File: src/sv/pcp_pkg.sv
`default_nettype none

package pcp_pkg;

    // Fraction bits of corrections, unit vector and mass shares
    localparam int FRAC_BITS = 16;
    // Quotient width of unit vector and share divisions (value <= 1.0)
    localparam int UW = FRAC_BITS + 1;
    // Dividend width of those divisions: 31-bit magnitude shifted up
    localparam int DNW = 31 + FRAC_BITS;
    // Penetration times share
    localparam int PW = 31 + UW;
    // Per-particle step length after dropping fraction bits
    localparam int TW = PW - FRAC_BITS;
    // Correction magnitude before saturation
    localparam int MW = TW + UW - FRAC_BITS;
    // Root bits of the 64-bit squared distance
    localparam int SQ_STAGES = 32;

    typedef struct packed {
        logic [15:0] first_index;
        logic [15:0] second_index;
        logic        stable_mode;
        logic [31:0] first_x;
        logic [31:0] first_y;
        logic [31:0] second_x;
        logic [31:0] second_y;
        logic [23:0] first_inv_mass;
        logic [23:0] second_inv_mass;
        logic [7:0]  first_count;
        logic [7:0]  second_count;
    } t_in;

    typedef struct packed {
        logic [15:0] out_first_index;
        logic [15:0] out_second_index;
        logic [31:0] first_dx;
        logic [31:0] first_dy;
        logic [31:0] second_dx;
        logic [31:0] second_dy;
        logic        corrected;
        logic        apply_to_positions;
    } t_out;

endpackage

`default_nettype wire

File: src/sv/pcp_isqrt.sv
`default_nettype none

// Pipelined integer square root, one root bit per stage.
module pcp_isqrt (
    input  logic        i_clk,
    input  logic        i_en,
    input  logic [63:0] i_val,
    output logic [pcp_pkg::SQ_STAGES-1:0] o_root
);
    import pcp_pkg::*;

    logic [33:0] w_rem  [SQ_STAGES+1];
    logic [31:0] w_root [SQ_STAGES+1];
    logic [63:0] w_val  [SQ_STAGES+1];

    assign w_rem[0]  = '0;
    assign w_root[0] = '0;
    assign w_val[0]  = i_val;

    for (genvar k = 0; k < SQ_STAGES; k++) begin : g_st
        logic [35:0] trial;
        logic [35:0] cand;
        logic        ge;
        logic [33:0] r_rem;
        logic [31:0] r_root;
        logic [63:0] r_val;

        assign trial = {w_rem[k], w_val[k][63:62]};
        assign cand  = {2'b00, w_root[k], 2'b01};
        assign ge    = trial >= cand;

        always_ff @(posedge i_clk) begin
            if (i_en) begin
                r_rem  <= ge ? 34'(trial - cand) : trial[33:0];
                r_root <= {w_root[k][30:0], ge};
                r_val  <= {w_val[k][61:0], 2'b00};
            end
        end

        assign w_rem[k+1]  = r_rem;
        assign w_root[k+1] = r_root;
        assign w_val[k+1]  = r_val;
    end

    assign o_root = w_root[SQ_STAGES];

endmodule

`default_nettype wire

File: config.mk
export PLATFORM = sky130hd
export DESIGN_NAME = pcp_isqrt
export DESIGN_NICKNAME = d
export VERILOG_FILES = /design/src/sv/pcp_pkg.sv /design/src/sv/pcp_isqrt.sv
export SDC_FILE = /design/constraint.sdc
export NUM_CORES = 2
export LEC_CHECK = 0
export BUFFER_PORTS_ARGS = -buffer_cell sky130_fd_sc_hd__buf_2
export CAP_MARGIN = 5
export CORE_ASPECT_RATIO = 0.8
export CORE_MARGIN = 4
export CORE_UTILIZATION = 40
export CTS_BUF_LIST = sky130_fd_sc_hd__clkbuf_2
export DETAILED_ROUTE_END_ITERATION = 16
export GPL_TIMING_DRIVEN = 0
export PLACE_DENSITY = 0.65
export SLEW_MARGIN = 20
export SYNTH_ARGS = -nofsm -noshare
export SYNTH_HDL_FRONTEND = slang
export SYNTH_SLANG_ARGS = --single-unit
File: constraint.sdc
create_clock -name i_clk -period 5.35 [get_ports i_clk]
set_input_delay 0.8025 -clock i_clk [delete_from_list [all_inputs] [get_ports i_clk]]
set_output_delay 0.8025 -clock i_clk [all_outputs]
set_load 0.005 [all_outputs]
After elaboration in Yosys (flattened, before gate mapping)
Cells that the tools add are included.
Storage, ports and cells
  register bits after elaboration: 2543
  bits of input ports: 66
  output and inout port bits: 32
  logic and storage cells: 189
Cells by class
  add/sub/neg operators: 31
  $lt $le $gt $ge: 32
  multiplexer cells: 31
Operator list (number)
  $mux W34: 30
  $ge A36 B10 Y1: 1
  $ge A36 B11 Y1: 1
  $ge A36 B12 Y1: 1
  $ge A36 B13 Y1: 1
  $ge A36 B14 Y1: 1
  $ge A36 B15 Y1: 1
  $ge A36 B16 Y1: 1
  $ge A36 B17 Y1: 1
  $ge A36 B18 Y1: 1
  $ge A36 B19 Y1: 1
  $ge A36 B20 Y1: 1
  $ge A36 B21 Y1: 1
  $ge A36 B22 Y1: 1
  $ge A36 B23 Y1: 1
  $ge A36 B24 Y1: 1
  $ge A36 B25 Y1: 1
  $ge A36 B26 Y1: 1
  $ge A36 B27 Y1: 1
  $ge A36 B28 Y1: 1
  $ge A36 B29 Y1: 1
  $ge A36 B3 Y1: 1
  $ge A36 B30 Y1: 1
  $ge A36 B31 Y1: 1
  41 further kinds: 41

Depth between registers and ports, before layout
  depth after elaboration: 2
  depth in mapped cells: 15
  depth with buffers taken out: 12

Worst setup path before layout
Ideal clock, no wire load.
  path type: flip-flop to flip-flop
  start: register g_st[16].r_rem[16]
  end: register g_st[17].r_rem[31] (data pin)
  library setup time: 0.258 ns
  arrival time: 2.914 ns
  data required time: 5.092 ns
  setup slack: 2.178 ns
  cell stages (with the launch flop): 11
  buffers on the path: 0
  period minus slack after synthesis: 3.172 ns
  path through: edfxtp_1 -> ha_1 -> nand3_1 -> or4_1 -> nor2_1 -> o31ai_1 -> nand4_1 -> o211ai_1 -> nor4_1 -> or3b_2 -> xnor2_1
Between the ends
  longest elaborated chain between the ends: 2
  elaborated cells between the ends (all ways): 3
  those cells by class: add/sub: 1; order compare: 1; mux: 1
RTL lines
  from (decl): RTL line pcp_isqrt.sv:24  | logic [33:0] r_rem;
  from (signal assigned): RTL line pcp_isqrt.sv:34  | r_rem <= ge ? 34'(trial - cand) : trial[33:0];
  $sub A34 B19 Y34 or $ge A36 B19 Y1 (tied branches): RTL line pcp_isqrt.sv:34, pcp_isqrt.sv:30
  $mux W34 (*): RTL line pcp_isqrt.sv:34
  to (signal assigned): RTL line pcp_isqrt.sv:34
  to (decl): RTL line pcp_isqrt.sv:24
Every way passes the cells marked *; elsewhere a longest branch is shown, timed or not.
A chain may end at the register's enable or synchronous reset.

Worst setup path after layout
  start: register g_st[27].r_val[62]
  end: register g_st[28].r_rem[28] (data pin)
Between the ends
  longest elaborated chain between the ends: 2
  elaborated cells between the ends (all ways): 3
  those cells by class: add/sub: 1; order compare: 1; mux: 1
RTL lines
  from (decl): RTL line pcp_isqrt.sv:26  | logic [63:0] r_val;
  from (signal assigned): RTL line pcp_isqrt.sv:36  | r_val <= {w_val[k][61:0], 2'b00};
  $sub A34 B30 Y34 or $ge A36 B30 Y1 (tied branches): RTL line pcp_isqrt.sv:34, pcp_isqrt.sv:30
  $mux W34 (*): RTL line pcp_isqrt.sv:34
  to (signal assigned): RTL line pcp_isqrt.sv:34
  to (decl): RTL line pcp_isqrt.sv:24
Marks and branches as above.

==> results.toml <==
[outcome]
outcome = "complete, no violations"

[global_route]
use_met1_pct = 22.25
grt-busiest-layer = "met2"
grt_pass1_wl_mm = 393.4
gr-usage-met2_pct = 25.33
grt_use_met3_pct = 3.040
grt.overflow.total = 0
grt_pass1_vias = 73120
antenna_found_initial = 13
grtUsageTotal_pct = 16.04
grt_max_degree = 153

[layout]
nNetsFinal = 10560
final_util_pct = 44.73
drive_gt1_share_pct = 12.05
final_cell_count_no_fill = 14220
area_growth_pct = 10.96

[synthesis]
synth.distinct_cells = 98
synth-main-ff-cell = "edfxtp_1"
yosys-top-cells-area = "edfxtp_1 (64%), ha_1 (6.0%), xnor2_1 (3.3%)"
synth_top_area_cell = "edfxtp_1"
netlist_top_cells_count = "edfxtp_1 (2523), inv_1 (708), nand2_1 (626)"
synthCells = 9050
yosys_warnings = 0
synth_edf_count = 2523
synthArstFlopShare_pct = 0
ys_seq_elements = 2523
syn_avg_cell_area_sq_um = 12.98
synth_top_area_share_pct = 64.48
yosysSeqAreaShare_pct = 64.48
syn_nets = 9678
yosysMostFrequentCell = "edfxtp_1"
synth_area_sq_um = 117500

[routing]
drc_errors = 0
drt_iter0_markers = 5907
wl_mm = 249.2
first_pass_iters = 8
vias_per_cell = 5.181
wl_per_cell_um = 17.53
ant_nets = 0
vias = 73680

[setup_path]
reg2reg_depth = 13
slowest_stage = "clkbuf_1"
path_class = "reg2reg"
critPathArrivalTime_ps = 6310
crit_required_ps = 6820
cp_slowest_stage_delay_ps = 680
reg2reg_slack_ps = 520
path_max_fanout = 10
path_common_cell = "a21oi_1"
cp-start-kind = "register"
cp_cell_sequence = "inv_1 -> ha_1 -> nand2b_1 -> a21oi_1 -> o211ai_1 -> a21oi_1 -> nor2_1 -> o21ai_0 -> a2111o_1 -> clkbuf_1 -> buf_1 -> nor2_1 -> a21oi_1"
crit_family = "compound AO/OA/AOI/OAI gates"
timing.critical_path.buf_inv = 3
worst-path-stages = 13
critPathCaptureType = "register"

[clock_tree]
cts_made_buffers = 626
max-clock-path-buffers = 4
htree_levels = 6
clk_pin_slew_ps = 110
cts_setup_buffers = 0
clock_sinks = 2523
clock_latency_ps = 1730
cts-root-buf = "clkbuf_2"
tritoncts = "yes"

[timing]
rsz0062_at_grt = "no"
tns_ps = 0
worstMarginPinSlew_ps = 1135
timing_hold_violations_final = 0
fmax_ghz = 0.2070
finalSetupViolations = 0
drv_slew = 0
finalCriticalPeriod_ps = 4832
finClkSkew_ps = 153.3
period_share_pct = 90.32
timing.slew.headroom_pct = 23.89

[floorplanning]
die_area_sq_um = 302500
die_w_um = 613.9
chipHeight_um = 492.8
io_pins = 98
start_util_pct = 40.31
core_sq_um = 291400
rows = 177

[power_and_ir_drop]
powerDensity_nw_per_um2 = 388.6
irDropWorstVdd_v = 0.0002321
p_leak_nw = 50.26

[run]
maxCapViolCount = 0

[place]
port_buffers = 97
place_inst = 13020
gp_congestion = 0.9134
dp_hpwl_mm = 177.0

[worst_hold_path]
hp-class = "reg2reg"
whs_path_depth = 0
==> state kept, by name, summed over array words and instances (netlist names) <==
name and flops:
o_root 32, g_st.r_rem 1003, g_st.r_root 496, g_st.r_val 992
==> kinds of logic after synthesis <==
group | after synthesis | synth area share, %
buffers and inverters | 884 | 2.870
adders and majority gates | 562 | 5.985
other | 1 | 0.003192
AOI/OAI and AO/OA | 1797 | 9.508
DFF | 2523 | 64.48
muxes | 82 | 0.7710
xor gates and xnor gates | 830 | 6.187
and+or+nand+nor | 2371 | 10.19
==> cell type report <==
type | count | area [sq um]
antenna | 7 | 17.52
buffer | 171 | 695.7
clock buffer | 866 | 4334
clock inverter | 199 | 1308
fill | 26530 | 161100
inverter | 713 | 2676
multi-input combinational | 5643 | 38370
sequential | 2523 | 75760
tap | 3848 | 4815
timing repair buffer | 249 | 2390
==> path summary, 6_finish.rpt <==
| kind | from | to |
|---|---|---|
| min reg2reg | g_st[5].r_val[27] | g_st[6].r_val[29] |
| max | g_st[27].r_val[62] | g_st[28].r_rem[28] |
| max reg2reg | g_st[27].r_val[62] | g_st[28].r_rem[28] |
| min | g_st[5].r_val[27] | g_st[6].r_val[29] |
==> stage by stage <==
stage          total power, mW  setup slack [ps]  area, sq um  hold slack [ps]
2_1_floorplan            34.27              2178       117500            400.3
4_1_cts                  51.44             632.3       130300            15.21
6_report                 50.66             517.9       130400            274.0
3_3_place_gp             39.36            -35950       122800            400.4
3_5_place_dp             38.05             688.0       123400            404.5
5_1_grt                  54.07             323.4       130400            131.4
==> timing repair <==
item | CTS | global route
endpoints found under the hold margin | 384 | 0
gates resized for setup | 0 | 0
hold buffers | 132 | 0
==> worst register-to-register path, delay by kind of cell (launching register included) <==
kind	cells	cell delay, ps
AO/OA/AOI/OAI	6	1960
adder cells (fa/ha/maj)	1	250
buffers and inverters	3	1450
flip-flops	1	540
AND/OR/NAND/NOR	3	440
==> placed cells by master, fill, tap and decap left out, types with 76 or more instances in the layout <==
cell,count
a21o_1,225
a21oi_1,558
buf_2,109
clkbuf_1,136
clkbuf_2,866
clkinv_1,126
dlygate4sd3_1,131
edfxtp_1,2523
ha_1,562
inv_1,708
nand2_1,626
nand2b_1,123
nand3_1,168
nand4_1,91
nor2_1,509
nor2b_1,76
nor3_1,232
nor4_1,101
o21ai_0,487
or3_1,115
xnor2_1,443
xor2_1,387
==> per-layer routing <==
layer,wire (um),share of wire (%)
met5,62,0.025
met4,6945,2.8
met2,113400,46
met3,14200,5.7
met1,114600,46
==> where the power goes <==
group | leakage, nW | internal (mW) | switching, mW | total (mW)
combinational | 21.7 | 4.60 | 6.61 | 11.2
clock | 4.25 | 5.23 | 7.64 | 12.9
sequential | 24.3 | 24.9 | 1.66 | 26.6
Note: power is estimated with default switching activity, not from simulation.
