<file path="src/sv/pcp_pkg.sv">
`default_nettype none

package pcp_pkg;

    // Fraction bits of corrections, unit vector and mass shares
    localparam int FRAC_BITS = 16;
    // Quotient width of unit vector and share divisions (value <= 1.0)
    localparam int UW = FRAC_BITS + 1;
    // Dividend width of those divisions: 31-bit magnitude shifted up
    localparam int DNW = 31 + FRAC_BITS;
    // Penetration times share
    localparam int PW = 31 + UW;
    // Per-particle step length after dropping fraction bits
    localparam int TW = PW - FRAC_BITS;
    // Correction magnitude before saturation
    localparam int MW = TW + UW - FRAC_BITS;
    // Root bits of the 64-bit squared distance
    localparam int SQ_STAGES = 32;

    typedef struct packed {
        logic [15:0] first_index;
        logic [15:0] second_index;
        logic        stable_mode;
        logic [31:0] first_x;
        logic [31:0] first_y;
        logic [31:0] second_x;
        logic [31:0] second_y;
        logic [23:0] first_inv_mass;
        logic [23:0] second_inv_mass;
        logic [7:0]  first_count;
        logic [7:0]  second_count;
    } t_in;

    typedef struct packed {
        logic [15:0] out_first_index;
        logic [15:0] out_second_index;
        logic [31:0] first_dx;
        logic [31:0] first_dy;
        logic [31:0] second_dx;
        logic [31:0] second_dy;
        logic        corrected;
        logic        apply_to_positions;
    } t_out;

endpackage

`default_nettype wire

</file>
<file path="src/sv/pcp_cdiv.sv">
`default_nettype none

// Pipelined divide by an 8-bit count, one quotient bit per stage.
module pcp_cdiv (
    input  logic                    i_clk,
    input  logic                    i_en,
    input  logic [pcp_pkg::TW-1:0]  i_num,
    input  logic [7:0]              i_den,
    output logic [pcp_pkg::TW-1:0]  o_quo
);
    import pcp_pkg::*;

    logic [7:0]    w_rem [TW+1];
    logic [TW-1:0] w_lo  [TW+1];
    logic [7:0]    w_den [TW+1];

    assign w_rem[0] = '0;
    assign w_lo[0]  = i_num;
    assign w_den[0] = i_den;

    for (genvar k = 0; k < TW; k++) begin : g_st
        logic [8:0]    trial;
        logic          ge;
        logic [7:0]    r_rem;
        logic [TW-1:0] r_lo;
        logic [7:0]    r_den;

        assign trial = {w_rem[k], w_lo[k][TW-1]};
        assign ge    = trial >= {1'b0, w_den[k]};

        always_ff @(posedge i_clk) begin
            if (i_en) begin
                r_rem <= ge ? 8'(trial - {1'b0, w_den[k]}) : trial[7:0];
                r_lo  <= {w_lo[k][TW-2:0], ge};
                r_den <= w_den[k];
            end
        end

        assign w_rem[k+1] = r_rem;
        assign w_lo[k+1]  = r_lo;
        assign w_den[k+1] = r_den;
    end

    assign o_quo = w_lo[TW];

endmodule

`default_nettype wire

</file>
<file path="config.mk">
export PLATFORM = sky130hd
export DESIGN_NAME = pcp_cdiv
export DESIGN_NICKNAME = d
export VERILOG_FILES = /design/src/sv/pcp_pkg.sv /design/src/sv/pcp_cdiv.sv
export SDC_FILE = /design/constraint.sdc
export NUM_CORES = 1
export LEC_CHECK = 0
export ABC_CLOCK_PERIOD_IN_PS = 2400
export BUFFER_PORTS_ARGS = -buffer_cell sky130_fd_sc_hd__buf_4
export CAP_MARGIN = 15
export CORE_ASPECT_RATIO = 0.6
export CORE_UTILIZATION = 63
export DETAILED_ROUTE_END_ITERATION = 6
export GPL_ROUTABILITY_DRIVEN = 1
export GPL_TIMING_DRIVEN = 1
export PLACE_DENSITY_LB_ADDON = 0.2
export SLEW_MARGIN = 20
export SYNTH_ARGS = -nofsm -noshare
export SYNTH_HDL_FRONTEND = slang
export SYNTH_SLANG_ARGS = --single-unit
</file>
<file path="constraint.sdc">
create_clock -name i_clk -period 2.4 [get_ports i_clk]
set_input_delay 0.48 -clock i_clk [delete_from_list [all_inputs] [get_ports i_clk]]
set_output_delay 0.48 -clock i_clk [all_outputs]
set_load 0.05 [all_outputs]
</file>
After elaboration in Yosys (flattened, before gate mapping):

Index checks and enable logic that the tools add are counted.

* $add $sub $neg: 31
* magnitude comparators: 32
* multiplexer cells: 31

Operators with widths (number)
* 9-bit by 8-bit >= comparator with 1-bit output: 31
* 8-bit 2-to-1 mux: 30
* 8-bit subtractor: 30
* 1-bit by 8-bit >= comparator with 1-bit output: 1
* 1-bit by 8-bit subtractor with 8-bit output: 1
* 1-bit 2-to-1 mux: 1

* register bits: 1520
* output and inout bits: 32
* word-level logic and storage cells: 189

Logic depth before layout (Yosys ltp):

* depth after elaboration: 2
* gate-level depth with buffers: 9
* mapped depth without buffers: 8

Worst setup path before layout:

OpenSTA, ideal clock, no wires.

* kind: register to register
* from: register g_st[21].r_rem[5]
* to: register g_st[22].r_rem[2], data pin
* setup time: 260 ps
* arrival: 1920 ps
* required time: 2140 ps
* path slack: 220 ps
* cell stages (with the launch flop): 7
* path buffers: 0
* cells stage by stage: edfxtp_1 ha_1 a21oi_2 o21ai_0 a21boi_0 a21boi_2 mux2_2

* word-level cells in the longest chain between the ends: 2

Ends and longest elaborated chain
* from (decl): line pcp_cdiv.sv:24 `logic [7:0] r_rem;`
* from (signal assigned): line pcp_cdiv.sv:33 `r_rem <= ge ? 8'(trial - {1'b0, w_den[k]}) : trial[7:0];`
* 9-bit by 8-bit >= comparator with 1-bit output: line pcp_cdiv.sv:29 `assign ge = trial >= {1'b0, w_den[k]};`
* 8-bit 2-to-1 mux: line pcp_cdiv.sv:33
* to (signal assigned): line pcp_cdiv.sv:33
* to (decl): line pcp_cdiv.sv:24

Every way passes these cells.
A chain may end at the register's enable or synchronous reset.

Worst setup path in the final report:

* from: register g_st[1].r_rem[2]
* to: register g_st[2].r_rem[7], data pin

* word-level cells in the longest chain between the ends: 2

Ends and longest elaborated chain (line)
* from (decl): pcp_cdiv.sv:24
* from (signal assigned): pcp_cdiv.sv:33
* 8-bit subtractor / 9-bit by 8-bit >= comparator with 1-bit output (equally long branches): pcp_cdiv.sv:33, pcp_cdiv.sv:29
* 8-bit 2-to-1 mux (*): pcp_cdiv.sv:33
* to (signal assigned): pcp_cdiv.sv:33
* to (decl): pcp_cdiv.sv:24

Every way passes the cells marked *; elsewhere a longest branch is shown, timed or not.

==> metrics.txt <==
status finished, final reports clean; GR Layer Usage met2 28.2%; Post-synth EDFFs 1520; commonest non-fill, non-tap cell in the layout edfxtp_1; first-pass GRT wire length 156 mm; largest net degree at the start of global routing 94; critical path fanouts, max 4; Post-Syn Area 0.0605 mm²; GRT Residual Overflow 0; clock sink count 1520; Top FF cell, synth edfxtp_1; clock latency on the worst-skew pair 0.75 ns; Placer Congestion 0.870; DR vias 29000; DP HPWL 65.5 mm; fraction of layout cells with a size suffix above 1 16.6%; Seq/Total Area, Yosys 75.4%; max-cap violations 0; Core ar. 0.0946 mm²; antenna fix cells 0; post-DR wirelength/cell 19.1 µm; chip width 402 µm; critical path data arrival time 2.88 ns; #FFs+latches synth 1520; Reg clk slew, reported paths 0.07 ns; Synth cell types 66; Reg2Reg Setup Slack 0.01 ns; Fillers 5674; TritonCTS clock tree yes; via density per instance 5.60; HP Class in -> reg; met3 Usage GRT 3.76%; Max-slew headroom 62.2%; Final ANT Viol Nets 0; Crit Path Class reg -> reg; leak pwr 26.1 nW; worst vdd ir 0.810 mV; Die ar. 0.0974 mm²; core occupancy in the finished layout 72.8%; sequential cell area 0.0456 mm²; most frequent cells in the layout edfxtp_1, inv_1, ha_1, buf_4, clkbuf_16; Cell Pwr Density 1120 mW/mm²; area of placed instances 0.0637 mm²; final wirelength 99.2 mm; Crit path required time 2.89 ns; Hold Path Cell Cnt 1; Max Clock Freq 419 MHz; Synth async-reset ratio 0%; initial core utilization 64.0%; Die Ht 242 µm; Gate Count Post-Synth 3454; Final Hold Vio Count 0; Most Used Layer, Global Route met1; Port Buf Inserts 73; Reg2Reg Depth 7; crit end category register; Mapped Nets 3776; I/O pin count 74; crit path cell chain ha_1, a21o_1, a211oi_2, o21ai_1, a311o_2, buf_2, mux2_4; Worst Hold End g_st[0].r_lo[14]; Final setup viols 0; Final Max Slew Viols 0; pin slew with the least headroom to its limit 0.561 ns; met1 Usage GRT 33.4%; DR pass1 iterations 6; initial antenna violation count 0; Final Cycle Share 99.5%; GR Util All Layers 20.5%; startpoint types register; Multi-input gate area 0.0137 mm²; vias in the first global route 28700; CTS Buf Count 133; skew final 0.0211 ns; DR iter-0 viols 2278; CP max stage cell edfxtp_1; # rows 87; fin crit period 2.39 ns; clock buffer depth 3; H-tree lvl count 4; Slowest Stage Delay on Critical Path 0.43 ns; Layout area overhead 13.7%; post-route design area 0.0688 mm²; Synth warnings 0; drc violations 0; R2R Path Start g_st[1].r_rem[2]; CTS Root Cell clkbuf_16; nets 4160; Avg Inst Size Synth 17.5 µm²; FF-to-FF End g_st[2].r_rem[7]; startpoint of the worst hold path i_en
==> report_power, final <==
group,switching (W),internal (W)
sequential,0.00191,0.0341
clock,0.00936,0.0114
combinational,0.00998,0.0101
total,0.0212,0.0556
==> what timing repair did <==
item                                   in CTS  in global routing
setup buffers                               0                 33
pin swaps                                   2                 26
endpoints found under the hold margin      40                  0
gates cloned                                0                  7
hold buffers                               40                  0
gates resized for setup                    12                 31
setup endpoints to repair                  66                162
==> routing by layer <==
| layer | up-vias | wire length [µm] |
|---|---|---|
| met4 | 0 | 1770 |
| met3 | 141 | 4600 |
| met1 | 14300 | 51100 |
| li1 | 13900 | - |
| met2 | 607 | 41700 |
| met5 | - | 0 |
==> flip-flops by register name, summed over array words and instances, names as in the netlist <==
name        flops
o_quo          32
g_st.r_lo     992
g_st.r_rem    248
g_st.r_den    248
==> stage by stage <==
stage	setup TNS (ns)	instances	setup slack [ns]	power, W	hold WS [ns]
CTS	0	5146	0.00303	0.0766	0.108
finish	0	5186	0.0117	0.0769	0.168
global placement	0	4869	0.00626	0.0548	0.400
detailed placement	-0.999	4869	-0.0582	0.0555	0.405
global route	-0.182	5186	-0.0212	0.0807	0.143
floorplan	0	3454	0.220	0.0504	0.400
==> cells by family (layout without fill, tap and decap cells) <==
kind of cell	Yosys count	after routing	synth area share (%)
AOI/OAI and AO/OA	520	527	6.04
xor gates and xnor gates	105	105	1.52
adders and majority gates	280	280	6.16
buffers and inverters	355	834	2.37
DFF	1520	1520	75.4
muxes	233	233	4.65
and+or+nand+nor	441	441	3.88
==> worst max-delay path, delay by kind of cell, from the launching register on <==
| family | cells | cell delay, ns |
|---|---|---|
| AOI/OAI and AO/OA | 4 | 0.95 |
| adders and majority gates | 1 | 0.28 |
| buffers and inverters | 1 | 0.18 |
| DFF | 1 | 0.43 |
| muxes | 1 | 0.30 |
==> synth_stat cells (5+ instances only) <==
cell | number | area share (%)
edfxtp_1 | 1520 | 75
inv_1 | 334 | 2.1
ha_1 | 250 | 5.2
nor2_1 | 126 | 0.78
o21ai_0 | 116 | 0.96
a21oi_1 | 115 | 0.95
mux2i_1 | 82 | 1.4
mux2_4 | 78 | 1.9
xnor2_1 | 76 | 1.1
mux2_2 | 72 | 1.3
nor2b_1 | 58 | 0.60
nand2_1 | 57 | 0.35
a21o_1 | 56 | 0.69
nand3_1 | 51 | 0.42
nand2b_1 | 48 | 0.50
o21a_1 | 39 | 0.48
fa_1 | 30 | 0.99
xor2_1 | 29 | 0.42
a21boi_0 | 23 | 0.29
or4b_1 | 21 | 0.35
o211ai_1 | 19 | 0.24
a211oi_1 | 16 | 0.20
o21ai_1 | 15 | 0.12
o31a_1 | 14 | 0.20
a211oi_2 | 13 | 0.27
a311o_1 | 13 | 0.21
and3_1 | 13 | 0.13
buf_6 | 13 | 0.24
nor3_1 | 13 | 0.11
o31a_2 | 13 | 0.21
o41a_1 | 13 | 0.24
or3_1 | 10 | 0.10
nand2b_2 | 9 | 0.13
a21oi_2 | 8 | 0.12
or4_1 | 8 | 0.099
a21boi_1 | 7 | 0.087
and2_1 | 7 | 0.072
clkbuf_1 | 6 | 0.037
nor4_1 | 6 | 0.062
nand4_1 | 5 | 0.052
==> final cells by class <==
cell class | count | area share (%)
multi-input combinational | 1586 | 19.9
sequential | 1520 | 66.3
timing repair buffer | 263 | 3.56
tap | 1246 | 2.26
inverter | 334 | 1.82
clock buffer | 152 | 5.00
clock inverter | 85 | 1.17
==> worst max-delay path by stage <==
| stage | cells after the start | slack [ns] | to | startpoint |
|---|---|---|---|---|
| floorplan | 6 | 0.22 | g_st[22].r_rem[2] | g_st[21].r_rem[5] |
| global placement | 6 | 0.006 | g_st[25].r_rem[2] | g_st[24].r_rem[3] |
| detailed placement | 6 | -0.06 | g_st[25].r_rem[6] | g_st[24].r_rem[3] |
| CTS | 7 | 0.003 | g_st[12].r_rem[3] | g_st[11].r_den[3] |
| global route | 7 | -0.02 | g_st[2].r_rem[6] | g_st[1].r_rem[2] |
| finish | 7 | 0.01 | g_st[2].r_rem[7] | g_st[1].r_rem[2] |
No activity file was read; power rests on OpenSTA's default activity.
